$ cat config.mk
export PLATFORM = sky130hd
export DESIGN_NAME = conveyor_pulse_sensor_watchdog
export DESIGN_NICKNAME = d
export VERILOG_FILES = /design/src/cpsw_pkg.sv /design/src/cpsw_core.sv /design/src/conveyor_pulse_sensor_watchdog.sv
export SDC_FILE = /design/constraint.sdc
export NUM_CORES = 1
export LEC_CHECK = 0
export BUFFER_PORTS_ARGS = -buffer_cell sky130_fd_sc_hd__buf_2
export CAP_MARGIN = 25
export CORE_MARGIN = 1.5
export CORE_UTILIZATION = 50
export CTS_CLUSTER_DIAMETER = 120
export CTS_CLUSTER_SIZE = 8
export DETAILED_ROUTE_END_ITERATION = 16
export PLACE_DENSITY = 0.75
export SLEW_MARGIN = 10
export SYNTH_ARGS = -nofsm -noshare
export SYNTH_HDL_FRONTEND = slang
export SYNTH_SLANG_ARGS = --single-unit
$ cat constraint.sdc
create_clock -name clock -period 8.4 [get_ports clock]
set_input_delay 2.1 -clock clock [delete_from_list [all_inputs] [get_ports clock]]
set_output_delay 2.1 -clock clock [all_outputs]
set_load 0.02 [all_outputs]
$ cat src/cpsw_pkg.sv
// ----------------------------------------------------------------------------
// cpsw_pkg
// Types and constants shared by the conveyor pulse sensor watchdog modules.
// ----------------------------------------------------------------------------
package cpsw_pkg;

   localparam int unsigned CFG_WIDTH      = 20;
   localparam int unsigned CSR_IDX_WIDTH  = 2;
   localparam int unsigned STAT_OUT_WIDTH = 20;
   localparam int unsigned STAT_RESET_MIN = 1000;

   localparam logic [CFG_WIDTH-1:0] ON_FILTER_TIME_RESET = CFG_WIDTH'(100);
   localparam logic [CFG_WIDTH-1:0] OFF_TIME_LIMIT_RESET = CFG_WIDTH'(2000);
   localparam logic [CFG_WIDTH-1:0] ON_TIME_LIMIT_RESET  = CFG_WIDTH'(2000);

   localparam logic [CSR_IDX_WIDTH-1:0] CSR_ON_FILTER_TIME = 2'd0;
   localparam logic [CSR_IDX_WIDTH-1:0] CSR_OFF_TIME_LIMIT = 2'd1;
   localparam logic [CSR_IDX_WIDTH-1:0] CSR_ON_TIME_LIMIT  = 2'd2;

   typedef enum logic [2:0] {
      MODE_INIT      = 3'd0,
      MODE_BELT_OFF  = 3'd1,
      MODE_OFF       = 3'd2,
      MODE_SIM_ON    = 3'd3,
      MODE_ON_FILTER = 3'd4,
      MODE_ON        = 3'd5,
      MODE_SIM_OFF   = 3'd6
   } mode_type;

   typedef struct packed {
      logic [CFG_WIDTH-1:0] on_filter_time;
      logic [CFG_WIDTH-1:0] off_time_limit;
      logic [CFG_WIDTH-1:0] on_time_limit;
   } cfg_type;

   typedef struct packed {
      logic belt_running;
      logic sensor_level;
   } req_type;

   typedef struct packed {
      logic                      pulse_detected;
      logic                      alarm_off_long;
      logic                      alarm_on_long;
      logic [STAT_OUT_WIDTH-1:0] off_time_min;
      logic [STAT_OUT_WIDTH-1:0] off_time_max;
      logic [STAT_OUT_WIDTH-1:0] on_time_min;
      logic [STAT_OUT_WIDTH-1:0] on_time_max;
   } rsp_type;

endpackage

$ cat src/cpsw_core.sv
// ----------------------------------------------------------------------------
// cpsw_core
// Mode register, on/off duration counters and pulse statistics; computes the
// transaction result for the current sample and updates state on advance.
// ----------------------------------------------------------------------------
module cpsw_core #(
   parameter int unsigned TICK_STEP   = 10,
   parameter int unsigned COUNT_WIDTH = 20
) (
   input  logic              clock,
   input  logic              reset,
   input  logic              advance,
   input  cpsw_pkg::cfg_type cfg,
   input  cpsw_pkg::req_type sample,
   output cpsw_pkg::rsp_type result
);

   localparam int unsigned CMP_W = (COUNT_WIDTH > cpsw_pkg::CFG_WIDTH) ?
                                   COUNT_WIDTH : cpsw_pkg::CFG_WIDTH;
   localparam int unsigned SUM_W = COUNT_WIDTH + 11;
   localparam logic [SUM_W-1:0]       STEP      = SUM_W'(TICK_STEP);
   localparam logic [COUNT_WIDTH-1:0] COUNT_MAX = {COUNT_WIDTH{1'b1}};
   localparam logic [CMP_W-1:0]       STAT_MIN0 = CMP_W'(cpsw_pkg::STAT_RESET_MIN);

   cpsw_pkg::mode_type     mode_ff, mode_in;
   logic [COUNT_WIDTH-1:0] on_count_ff, on_count_in;
   logic [COUNT_WIDTH-1:0] off_count_ff, off_count_in;
   logic [CMP_W-1:0]       off_min_ff, off_min_in;
   logic [CMP_W-1:0]       off_max_ff, off_max_in;
   logic [CMP_W-1:0]       on_min_ff, on_min_in;
   logic [CMP_W-1:0]       on_max_ff, on_max_in;

   logic [SUM_W-1:0]       on_sum, off_sum;
   logic [COUNT_WIDTH-1:0] on_sat, off_sat;
   logic [CMP_W-1:0]       on_ext, off_ext;
   logic [CMP_W-1:0]       filter_ext, off_lim_ext, on_lim_ext;
   logic                   det, aoff, aon;

   assign on_sum  = SUM_W'(on_count_ff) + STEP;
   assign off_sum = SUM_W'(off_count_ff) + STEP;
   assign on_sat  = (on_sum > SUM_W'(COUNT_MAX)) ? COUNT_MAX : on_sum[COUNT_WIDTH-1:0];
   assign off_sat = (off_sum > SUM_W'(COUNT_MAX)) ? COUNT_MAX : off_sum[COUNT_WIDTH-1:0];
   assign on_ext      = CMP_W'(on_sat);
   assign off_ext     = CMP_W'(off_sat);
   assign filter_ext  = CMP_W'(cfg.on_filter_time);
   assign off_lim_ext = CMP_W'(cfg.off_time_limit);
   assign on_lim_ext  = CMP_W'(cfg.on_time_limit);

   always_comb begin
      mode_in      = mode_ff;
      on_count_in  = on_count_ff;
      off_count_in = off_count_ff;
      off_min_in   = off_min_ff;
      off_max_in   = off_max_ff;
      on_min_in    = on_min_ff;
      on_max_in    = on_max_ff;
      det          = 1'b0;
      aoff         = 1'b0;
      aon          = 1'b0;
      unique case (mode_ff)
         cpsw_pkg::MODE_BELT_OFF: begin
            if (sample.belt_running) begin
               on_count_in  = '0;
               off_count_in = '0;
               mode_in      = sample.sensor_level ? cpsw_pkg::MODE_ON : cpsw_pkg::MODE_OFF;
            end
         end
         cpsw_pkg::MODE_OFF: begin
            off_count_in = off_sat;
            if (!sample.belt_running) begin
               mode_in = cpsw_pkg::MODE_BELT_OFF;
            end else if (off_ext > off_lim_ext) begin
               aoff        = 1'b1;
               det         = 1'b1;
               on_count_in = '0;
               mode_in     = cpsw_pkg::MODE_SIM_ON;
            end else if (sample.sensor_level) begin
               if (off_ext > off_max_ff) off_max_in = off_ext;
               if (off_ext < off_min_ff) off_min_in = off_ext;
               det         = 1'b1;
               on_count_in = '0;
               mode_in     = cpsw_pkg::MODE_ON_FILTER;
            end
         end
         cpsw_pkg::MODE_SIM_ON: begin
            on_count_in = on_sat;
            if (!sample.belt_running) begin
               mode_in = cpsw_pkg::MODE_BELT_OFF;
            end else if (sample.sensor_level) begin
               on_count_in = '0;
               mode_in     = cpsw_pkg::MODE_ON_FILTER;
            end else if (on_ext > on_lim_ext) begin
               off_count_in = '0;
               mode_in      = cpsw_pkg::MODE_OFF;
            end
         end
         cpsw_pkg::MODE_ON_FILTER: begin
            on_count_in = on_sat;
            if (!sample.belt_running) begin
               mode_in = cpsw_pkg::MODE_BELT_OFF;
            end else if (on_ext > filter_ext) begin
               mode_in = cpsw_pkg::MODE_ON;
            end
         end
         cpsw_pkg::MODE_ON: begin
            on_count_in = on_sat;
            if (!sample.belt_running) begin
               mode_in = cpsw_pkg::MODE_BELT_OFF;
            end else if (on_ext > on_lim_ext) begin
               off_count_in = '0;
               aon          = 1'b1;
               mode_in      = cpsw_pkg::MODE_SIM_OFF;
            end else if (!sample.sensor_level) begin
               if (on_ext > on_max_ff) on_max_in = on_ext;
               if (on_ext < on_min_ff) on_min_in = on_ext;
               off_count_in = '0;
               mode_in      = cpsw_pkg::MODE_OFF;
            end
         end
         cpsw_pkg::MODE_SIM_OFF: begin
            off_count_in = off_sat;
            if (!sample.belt_running) begin
               mode_in = cpsw_pkg::MODE_BELT_OFF;
            end else if (!sample.sensor_level) begin
               off_count_in = '0;
               mode_in      = cpsw_pkg::MODE_OFF;
            end else if (off_ext > off_lim_ext) begin
               on_count_in = '0;
               det         = 1'b1;
               mode_in     = cpsw_pkg::MODE_ON;
            end
         end
         default: begin
            on_count_in  = '0;
            off_count_in = '0;
            off_min_in   = STAT_MIN0;
            off_max_in   = '0;
            on_min_in    = STAT_MIN0;
            on_max_in    = '0;
            mode_in      = cpsw_pkg::MODE_BELT_OFF;
         end
      endcase
   end

   always_comb begin
      result.pulse_detected = det;
      result.alarm_off_long = aoff;
      result.alarm_on_long  = aon;
      result.off_time_min   = off_min_in[cpsw_pkg::STAT_OUT_WIDTH-1:0];
      result.off_time_max   = off_max_in[cpsw_pkg::STAT_OUT_WIDTH-1:0];
      result.on_time_min    = on_min_in[cpsw_pkg::STAT_OUT_WIDTH-1:0];
      result.on_time_max    = on_max_in[cpsw_pkg::STAT_OUT_WIDTH-1:0];
   end

   always_ff @(posedge clock) begin
      if (reset) begin
         mode_ff      <= cpsw_pkg::MODE_INIT;
         on_count_ff  <= '0;
         off_count_ff <= '0;
         off_min_ff   <= STAT_MIN0;
         off_max_ff   <= '0;
         on_min_ff    <= STAT_MIN0;
         on_max_ff    <= '0;
      end else if (advance) begin
         mode_ff      <= mode_in;
         on_count_ff  <= on_count_in;
         off_count_ff <= off_count_in;
         off_min_ff   <= off_min_in;
         off_max_ff   <= off_max_in;
         on_min_ff    <= on_min_in;
         on_max_ff    <= on_max_in;
      end
   end

   check_alarm_excl: assert property (@(posedge clock) disable iff (reset)
      advance |-> !(aoff && aon))
      else $error("both alarms raised on one sample");

   check_alarm_det: assert property (@(posedge clock) disable iff (reset)
      (advance && aoff) |-> det)
      else $error("off alarm without fake pulse");

   check_belt_stop: assert property (@(posedge clock) disable iff (reset)
      (advance && !sample.belt_running && mode_ff != cpsw_pkg::MODE_INIT &&
       mode_ff != cpsw_pkg::MODE_BELT_OFF && mode_ff <= cpsw_pkg::MODE_SIM_OFF)
      |=> mode_ff == cpsw_pkg::MODE_BELT_OFF)
      else $error("belt stop did not return to belt off");

endmodule

$ cat src/conveyor_pulse_sensor_watchdog.sv
// ----------------------------------------------------------------------------
// conveyor_pulse_sensor_watchdog
// Missing-pulse detector for a conveyor flight sensor with duration stats.
// ----------------------------------------------------------------------------
// Throughput: one transaction per cycle while req_stall is low; the
// mode/counter update is a single registered step, and a two-deep output
// buffer keeps req_stall registered. Results enter its first free slot.
// Reset: synchronous; mode goes to init, counts and maximums clear, minimums
// load STAT_RESET_MIN, registers take their defaults, both output slots empty.
module conveyor_pulse_sensor_watchdog #(
   parameter int unsigned TICK_STEP   = 10,
   parameter int unsigned COUNT_WIDTH = 20
) (
   input  logic                                  clock,
   input  logic                                  reset,
   input  logic                                  req_valid,
   output logic                                  req_stall,
   input  cpsw_pkg::req_type                     req_data,
   output logic                                  rsp_valid,
   input  logic                                  rsp_stall,
   output cpsw_pkg::rsp_type                     rsp_data,
   input  logic                                  csr_wr_en,
   input  logic [cpsw_pkg::CSR_IDX_WIDTH-1:0]    csr_index,
   input  logic [cpsw_pkg::CFG_WIDTH-1:0]        csr_wdata
);

   cpsw_pkg::cfg_type cfg_ff;
   cpsw_pkg::rsp_type result;
   cpsw_pkg::rsp_type rsp_data_ff, rsp_data_in;
   cpsw_pkg::rsp_type skid_data_ff, skid_data_in;
   logic              rsp_valid_ff, rsp_valid_in;
   logic              skid_valid_ff, skid_valid_in;
   logic              accept, rsp_take, out_free;

   assign req_stall = skid_valid_ff;
   assign accept    = req_valid && !skid_valid_ff;
   assign rsp_take  = rsp_valid_ff && !rsp_stall;
   assign out_free  = !rsp_valid_ff || rsp_take;
   assign rsp_valid = rsp_valid_ff;
   assign rsp_data  = rsp_data_ff;

   always_ff @(posedge clock) begin
      if (reset) begin
         cfg_ff.on_filter_time <= cpsw_pkg::ON_FILTER_TIME_RESET;
         cfg_ff.off_time_limit <= cpsw_pkg::OFF_TIME_LIMIT_RESET;
         cfg_ff.on_time_limit  <= cpsw_pkg::ON_TIME_LIMIT_RESET;
      end else if (csr_wr_en) begin
         priority case (csr_index)
            cpsw_pkg::CSR_ON_FILTER_TIME: cfg_ff.on_filter_time <= csr_wdata;
            cpsw_pkg::CSR_OFF_TIME_LIMIT: cfg_ff.off_time_limit <= csr_wdata;
            cpsw_pkg::CSR_ON_TIME_LIMIT:  cfg_ff.on_time_limit  <= csr_wdata;
            default: ;
         endcase
      end
   end

   cpsw_core #(
      .TICK_STEP   (TICK_STEP),
      .COUNT_WIDTH (COUNT_WIDTH)
   ) u_core (
      .clock   (clock),
      .reset   (reset),
      .advance (accept),
      .cfg     (cfg_ff),
      .sample  (req_data),
      .result  (result)
   );

   always_comb begin
      rsp_valid_in  = rsp_valid_ff;
      rsp_data_in   = rsp_data_ff;
      skid_valid_in = skid_valid_ff;
      skid_data_in  = skid_data_ff;
      if (out_free) begin
         rsp_valid_in  = skid_valid_ff || accept;
         rsp_data_in   = skid_valid_ff ? skid_data_ff : result;
         skid_valid_in = 1'b0;
      end else if (accept) begin
         skid_valid_in = 1'b1;
         skid_data_in  = result;
      end
   end

   always_ff @(posedge clock) begin
      if (reset) begin
         rsp_valid_ff  <= 1'b0;
         skid_valid_ff <= 1'b0;
      end else begin
         rsp_valid_ff  <= rsp_valid_in;
         skid_valid_ff <= skid_valid_in;
      end
      rsp_data_ff  <= rsp_data_in;
      skid_data_ff <= skid_data_in;
   end

   check_skid_order: assert property (@(posedge clock) disable iff (reset)
      skid_valid_ff |-> rsp_valid_ff)
      else $error("skid slot holds a transaction ahead of the output slot");

   check_result_lands: assert property (@(posedge clock) disable iff (reset)
      (accept && out_free) |=> rsp_valid_ff && rsp_data_ff == $past(result))
      else $error("accepted transaction did not reach the output");

   check_skid_drain: assert property (@(posedge clock) disable iff (reset)
      (skid_valid_ff && rsp_take) |=> rsp_valid_ff && !skid_valid_ff)
      else $error("skid slot did not drain into the output");

endmodule
[Yosys cells after proc, flatten, opt, wreduce, memory -nomap -nowiden]
Cells that the tools add are included.
Cells by class
  add/sub/neg operators: 2
  magnitude comparators: 9
  equality and inequality tests: 24
  mux-type cells: 71
  bitwise logic cells: 2
  reductions and logical operators: 19
Operators with widths (number)
  2-to-1 mux 20 bit: 35
  one-hot mux 20 bit (2 select lines): 4
  one-hot mux 20 bit (6 select lines): 1
  greater-than comparator 20 bit: 5
  one-hot mux 20 bit (5 select lines): 1
  2-to-1 mux 83 bit: 1
  greater-than comparator 31 x 20 -> 1 bit, second input constant: 2
  2-to-1 mux 3 bit: 16
  adder 20 x 4 -> 21 bit, second input constant: 2
  less-than comparator 20 bit: 2
  one-hot mux 3 bit (6 select lines): 1
  != test 4 x 3 -> 1 bit, second input constant: 4
  != test 2 bit, second input constant: 7
  AND reduction 7 bit: 2
  2-to-1 mux 1 bit: 11
  OR reduction 5 bit: 2
  equality test 3 bit, second input constant: 3
  != test 3 x 2 -> 1 bit, second input constant: 3
  AND reduction 2 bit: 4
  AND reduction 8 bit: 1
  equality test 3 x 2 -> 1 bit, second input constant: 2
  != test 2 x 1 -> 1 bit, second input constant: 2
  OR reduction 2 bit: 2
  equality test 3 x 1 -> 1 bit, second input constant: 1
  other kinds (8): 13
Word-level totals
  flip-flop bits (word level): 351
  input port bits: 29
  output and inout port bits: 85
  word-level logic and storage cells: 153

[Depth between registers and ports, before layout]
  depth after elaboration: 10
  gate-level depth with buffers: 22
  mapped depth without buffers: 19

[By module]
From an unflattened synthesis, not the netlist that was laid out.
Unflattened totals
  cell total of the unflattened synthesis: 1738
  area, all modules: 18435.2 um^2
By module, submodules not included
  cpsw_core: instances 1, cells an instance 1244, area each 9964.6 um^2, seq. area each 2462.4 um^2
  conveyor_pulse_sensor_watchdog: instances 1, cells an instance 494, area each 8470.6 um^2, seq. area each 6226.0 um^2

[Worst setup path after synthesis]
Ideal clock, no wire load.
  path kind: input to register
  start: input port rsp_stall
  end: register skid_data_ff[0] in the netlist's numbering (enable)
  setup time: 525 ps
  arrival: 7683 ps
  required time: 7875 ps
  slack: 191 ps
  stages on the path: 2
  path buffers: 0
  path through: nand2_1 > nor2_1
On the way
  word-level cells in the longest chain between the ends: 5
RTL lines
  start: declaration: RTL line conveyor_pulse_sensor_watchdog.sv:20  | input logic rsp_stall,
  zero test 1 bit: RTL line conveyor_pulse_sensor_watchdog.sv:37  | assign rsp_take = rsp_valid_ff && !rsp_stall;
  logical AND 1 bit: RTL line conveyor_pulse_sensor_watchdog.sv:37
  logical OR 1 bit: RTL line conveyor_pulse_sensor_watchdog.sv:38  | assign out_free = !rsp_valid_ff || rsp_take;
  inverter 1 bit (no line)
  AND reduction 2 bit (no line)
  end signal: assignment: RTL line conveyor_pulse_sensor_watchdog.sv:93  | skid_data_ff <= skid_data_in;
  end: declaration: RTL line conveyor_pulse_sensor_watchdog.sv:30  | cpsw_pkg::rsp_type skid_data_ff, skid_data_in;
No other way between the ends.
A chain may end at the register's enable or synchronous reset.

[Worst setup path in the final report]
  start: register u_core.on_count_ff[1]
  end: register rsp_data_ff (netlist bit rsp_data[9]) (data pin)
On the way
  word-level cells in the longest chain between the ends: 10
  elaborated cells on any way between the ends: 11
  those cells by class: 1 x add/sub; 3 x order compare; 7 x mux
RTL lines
  start: declaration: RTL line cpsw_core.sv:26  | logic [COUNT_WIDTH-1:0] on_count_ff, on_count_in;
  start signal: assignment: RTL line cpsw_core.sv:166  | on_count_ff <= on_count_in;
  adder 20 x 4 -> 21 bit *: RTL line cpsw_core.sv:39  | assign on_sum = SUM_W'(on_count_ff) + STEP;
  greater-than comparator 31 x 20 -> 1 bit: RTL line cpsw_core.sv:41  | assign on_sat = (on_sum > SUM_W'(COUNT_MAX)) ? COUNT_MAX : on_sum[COUNT_WIDTH-1:0];
  2-to-1 mux 20 bit *: RTL line cpsw_core.sv:41
  greater-than comparator 20 bit: RTL line cpsw_core.sv:114  | if (on_ext > on_max_ff) on_max_in = on_ext;
  2-to-1 mux 20 bit: RTL line cpsw_core.sv:114
  2-to-1 mux 20 bit: RTL line cpsw_core.sv:113  | end else if (!sample.sensor_level) begin
  2-to-1 mux 20 bit *: RTL line cpsw_core.sv:109  | end else if (on_ext > on_lim_ext) begin
  2-to-1 mux 20 bit *: RTL line cpsw_core.sv:107  | if (!sample.belt_running) begin
  one-hot mux 20 bit (2 select lines) *: RTL line cpsw_core.sv:60  | unique case (mode_ff)
  2-to-1 mux 83 bit *: RTL line conveyor_pulse_sensor_watchdog.sv:76  | rsp_data_in = skid_valid_ff ? skid_data_ff : result;
  end signal: assignment: RTL line conveyor_pulse_sensor_watchdog.sv:92  | rsp_data_ff <= rsp_data_in;
  end: declaration: RTL line conveyor_pulse_sensor_watchdog.sv:29  | cpsw_pkg::rsp_type rsp_data_ff, rsp_data_in;
Every way passes the cells marked *; elsewhere a longest branch is shown, timed or not.

==> results.txt <==
The run finished with clean final reports. After detailed routing, the number of remaining DRC violations is 0. The number of enable-type register cells in the synthesized netlist came out at 166. The wire length reported by the detailed router came out at between 50000 and 60000 um.

The layout-stage area growth over the synthesis result is 12.78%. The post-synthesis sequential element count came out at between 300 and 400. The worst register-to-register path has a setup slack of approximately 2100 ps. The clock passes through at most 3 buffers. The number of core rows came out at 70.

For this run, the number of Yosys warnings is 0. The number of buffers inserted during clock tree synthesis came out at a little under 50. Summing every instance area after synthesis gives 0.01864 mm2. The switching power as a share of total power came out at 25.15%. At the pin with the least slew margin, the transition time is around 1100 ps.

The die footprint came out at just under 0.04 mm2. The die extent in y is 196.1 um. The number of hold violations in the final report is 0.

The global-route wire length before repair is 81330 um. The placeable core area came out at around 0.037 mm2. Global routing finished with a remaining overflow of 0.

The detail route stage leaves a number of antenna-violating nets equal to 0. Signal routing reaches up to met5. Max-cap violations in this run came to 0. The number of H-tree branching levels came out at 2. The share of final-layout standard cells stronger than drive strength 1 is 11.88%. The sort of element at the start of the critical path is a flip-flop. The root buffer cell chosen for the clock tree is clkbuf_16. The post-cts sizing count is 0. In the layout the commonest cells are nand2_1 (300), dfxtp_1 (184), inv_1 (175). The number of nets in the synthesized netlist came out at 2155. The via total after detailed routing came out at 15510. The setup fix buffers added after clock tree synthesis is 0. Traced cell by cell, the critical path runs through inv_1 -> ha_1 -> o211ai_1 -> or3_1 -> a2111oi_0 -> o211ai_1 -> o21a_1 -> and2_1 -> inv_1 -> ha_1 -> a21oi_1 -> nor2_1 -> a211o_1 -> o2bb2ai_1 -> nor4b_1 -> nor3b_1 -> nor3_2 -> a22oi_1 -> o21ai_0. Dividing the synthesized area by the synthesized cell count gives approximately 9.4 um2. The post-layout net count is around 2200.

The post-place instance area is around 0.020 mm2. The path class of the tightest hold or removal check is reg -> reg. The setup-violating endpoint count in the final report came out at 0. Based on the critical path, the design can be clocked at up to roughly 0.16 GHz. Sequential cells burn a little under half of the power. The estimated wirelength of the detail-placed design came out at approximately 37000 um. The met2 routed wirelength came out at 22250 um. Leaving out fill and tap cells, the most frequent cell in the layout is nand2_1. The number of global-route vias before repair is approximately 15000.

The detailed router put a total of about 23000 um of wire on met1. The setup skew after layout is around 19 ps. In the synthesized netlist the dominant register cell turns out to be dfxtp_1.

For this run, the total global-route usage over all layers was measured as ~27%. For this design, the CTS-stage hold fixing added 0 buffers. In this run, distinct cell masters in the synthesized netlist total 81. Summing all non-filler instances in the final layout gives an area of 0.02102 mm2.

The routed design uses between 5000 and 6000 um of met3 wire. The top fanout value on the critical path came out at 13. Headroom to the max-slew limit came out at 25.41%.

Setup repair after global routing left no endpoint under its margin. For this run, the slowest stage of the critical path takes around 890 ps. The worst setup path is captured at a flip-flop. Entering global routing, the biggest net connects a little under 100 pins. The length of the first detailed-routing pass in iterations is 6.

The internal power component is approximately 3 mW. The final critical-path required period came out at 6291 ps. The number of port buffers is ~110. At the worst endpoint, the required time is 8790 ps.

The initial antenna violation count is 2. The leakage power is ~8.5 nW. The max-slew violation count is 0.

The sum of negative setup slack came out at 0 ps. Of the total power, the clock network draws between 40% and 50%. The gate count after technology mapping is roughly 2000. The critical path class is reg -> reg. Data arrives at the worst endpoint at 6680 ps. Clock-pin slew was measured on the worst setup and hold paths at 50 ps.

The detail-routed net length per standard cell came out at 20.41 um. Summing the sequential cell areas from Yosys gives between 40% and 50% of the chip area. TritonCTS built the clock tree.

The worst path uses ~75% of the clock period. The worst voltage drop across the vdd grid is 0.1296 mV. The clock latency at the later pin of the worst-skew pair came out at around 590 ps. The die is about 200 um wide.

The proportion of power drawn by combinational gates is under 10%. The highest-delay cell along the critical path is nor3_2. The power dissipated by switching net loads came out at 1.027 mW.

The power per cell area came out at a little under 200 mW/mm2. The average vias per placed instance is approximately 6. The number of violations reported at the end of detailed-routing iteration 0 came out at ~1600. For this run, asynchronously set or reset flops after synthesis account for 0%. The clock sink count came out at between 300 and 400.

The initial standard-cell utilization of the core is between 50% and 60%. The top-level port count came out at about 110. The global placer's final weighted congestion came out at 0.9256.
[sequential cells by signal (all words and copies together), names as in the netlist]
register             flops
rsp_data                83
skid_data_ff            83
cfg_ff                  60
u_core.off_count_ff     20
u_core.off_max_ff       20
u_core.off_min_ff       20
u_core.on_count_ff      20
u_core.on_max_ff        20
u_core.on_min_ff        20
u_core.mode_ff           3
req_stall                1
rsp_valid                1
[power by group through the flow]
stage,Clock (mW),Sequential (mW),Combinational [mW]
3_3_place_gp,0,1.91,0.352
4_1_cts,1.86,1.88,0.362
2_1_floorplan,0,1.94,0.207
5_1_grt,1.93,1.88,0.396
6_report,1.84,1.88,0.367
3_5_place_dp,0,1.91,0.360
[area by class of cell]
type	count	area, um2
Antenna cell	1	2.502
Clock buffer	84	1379
Clock inverter	2	36.28
Fill cell	3113	15670
Inverter	178	668.1
Multi-Input combinational cell	1354	8890
Sequential cell	351	8690
Tap cell	468	585.6
Timing Repair Buffer	136	773.2
[path summary, 6_finish.rpt]
| kind | start | to | cells past startpoint |
|---|---|---|---|
| worst max-delay path | u_core.on_count_ff[1]$_SDFFE_PP0P_ | rsp_data[9]$_DFFE_PP_ | 19 |
| worst min-delay path | cfg_ff[32]$_SDFFE_PP0P_ | cfg_ff[32]$_SDFFE_PP0P_ | 2 |
| worst max register to register | u_core.on_count_ff[1]$_SDFFE_PP0P_ | rsp_data[9]$_DFFE_PP_ | 19 |
| worst min register to register | cfg_ff[32]$_SDFFE_PP0P_ | cfg_ff[32]$_SDFFE_PP0P_ | 2 |
[metrics by stage]
step | total power [mW] | hold WS [ps] | setup slack (ps) | util [%] | instances
2_1_floorplan | 2.147 | 436.3 | 191.2 | - | 1984
6_report | 4.084 | 453.1 | 2109 | 57.29 | 2574
3_3_place_gp | 2.262 | 444.0 | 2495 | 53.30 | 2485
3_5_place_dp | 2.272 | 448.4 | 2336 | 53.37 | 2486
5_1_grt | 4.209 | 471.3 | 1757 | 57.29 | 2574
4_1_cts | 4.098 | 455.3 | 2302 | 57.23 | 2572
[per-layer routing]
| layer | vias to the layer above | global-route usage (%) |
|---|---|---|
| li1 | 7304 | - |
| met1 | 7339 | 38.34 |
| met2 | 749 | 39.82 |
| met3 | 115 | 7.427 |
| met4 | 2 | 9.373 |
| met5 | - | 0 |
[cells by family after synthesis]
kind of cell               Yosys count  share of synthesized area (%)
and+or+nand+nor                    652                          16.13
AOI/OAI and AO/OA                  495                          18.34
DFF                                351                          46.61
buffers and inverters              279                          5.926
adders and majority gates          142                          9.531
muxes                               34                          2.007
xor gates and xnor gates            31                          1.456
[worst max-delay path, delay by kind of cell (launching register included)]
kind	cells	cell delay [ps]
and+or+nand+nor	6	2550
AOI/OAI and AO/OA	9	1990
adders and majority gates	2	680
buffers and inverters	2	450
DFF	1	430
[synthesized netlist by cell type (23+ instances only)]
library cell	count	share of area (%)
a21oi_1	118	3.2
a221o_1	28	1.5
a22o_1	69	3.2
a22oi_1	43	1.7
clkbuf_1	80	1.6
dfxtp_1	185	20
edfxtp_1	166	27
ha_1	142	9.5
inv_1	176	3.5
mux2_2	23	1.4
nand2_1	301	6.1
nand3_1	45	1.2
nand4_1	33	1.1
nor2_1	131	2.6
nor3_1	38	1.0
o21ai_0	92	2.5
Power figures use the tool's default switching activity.
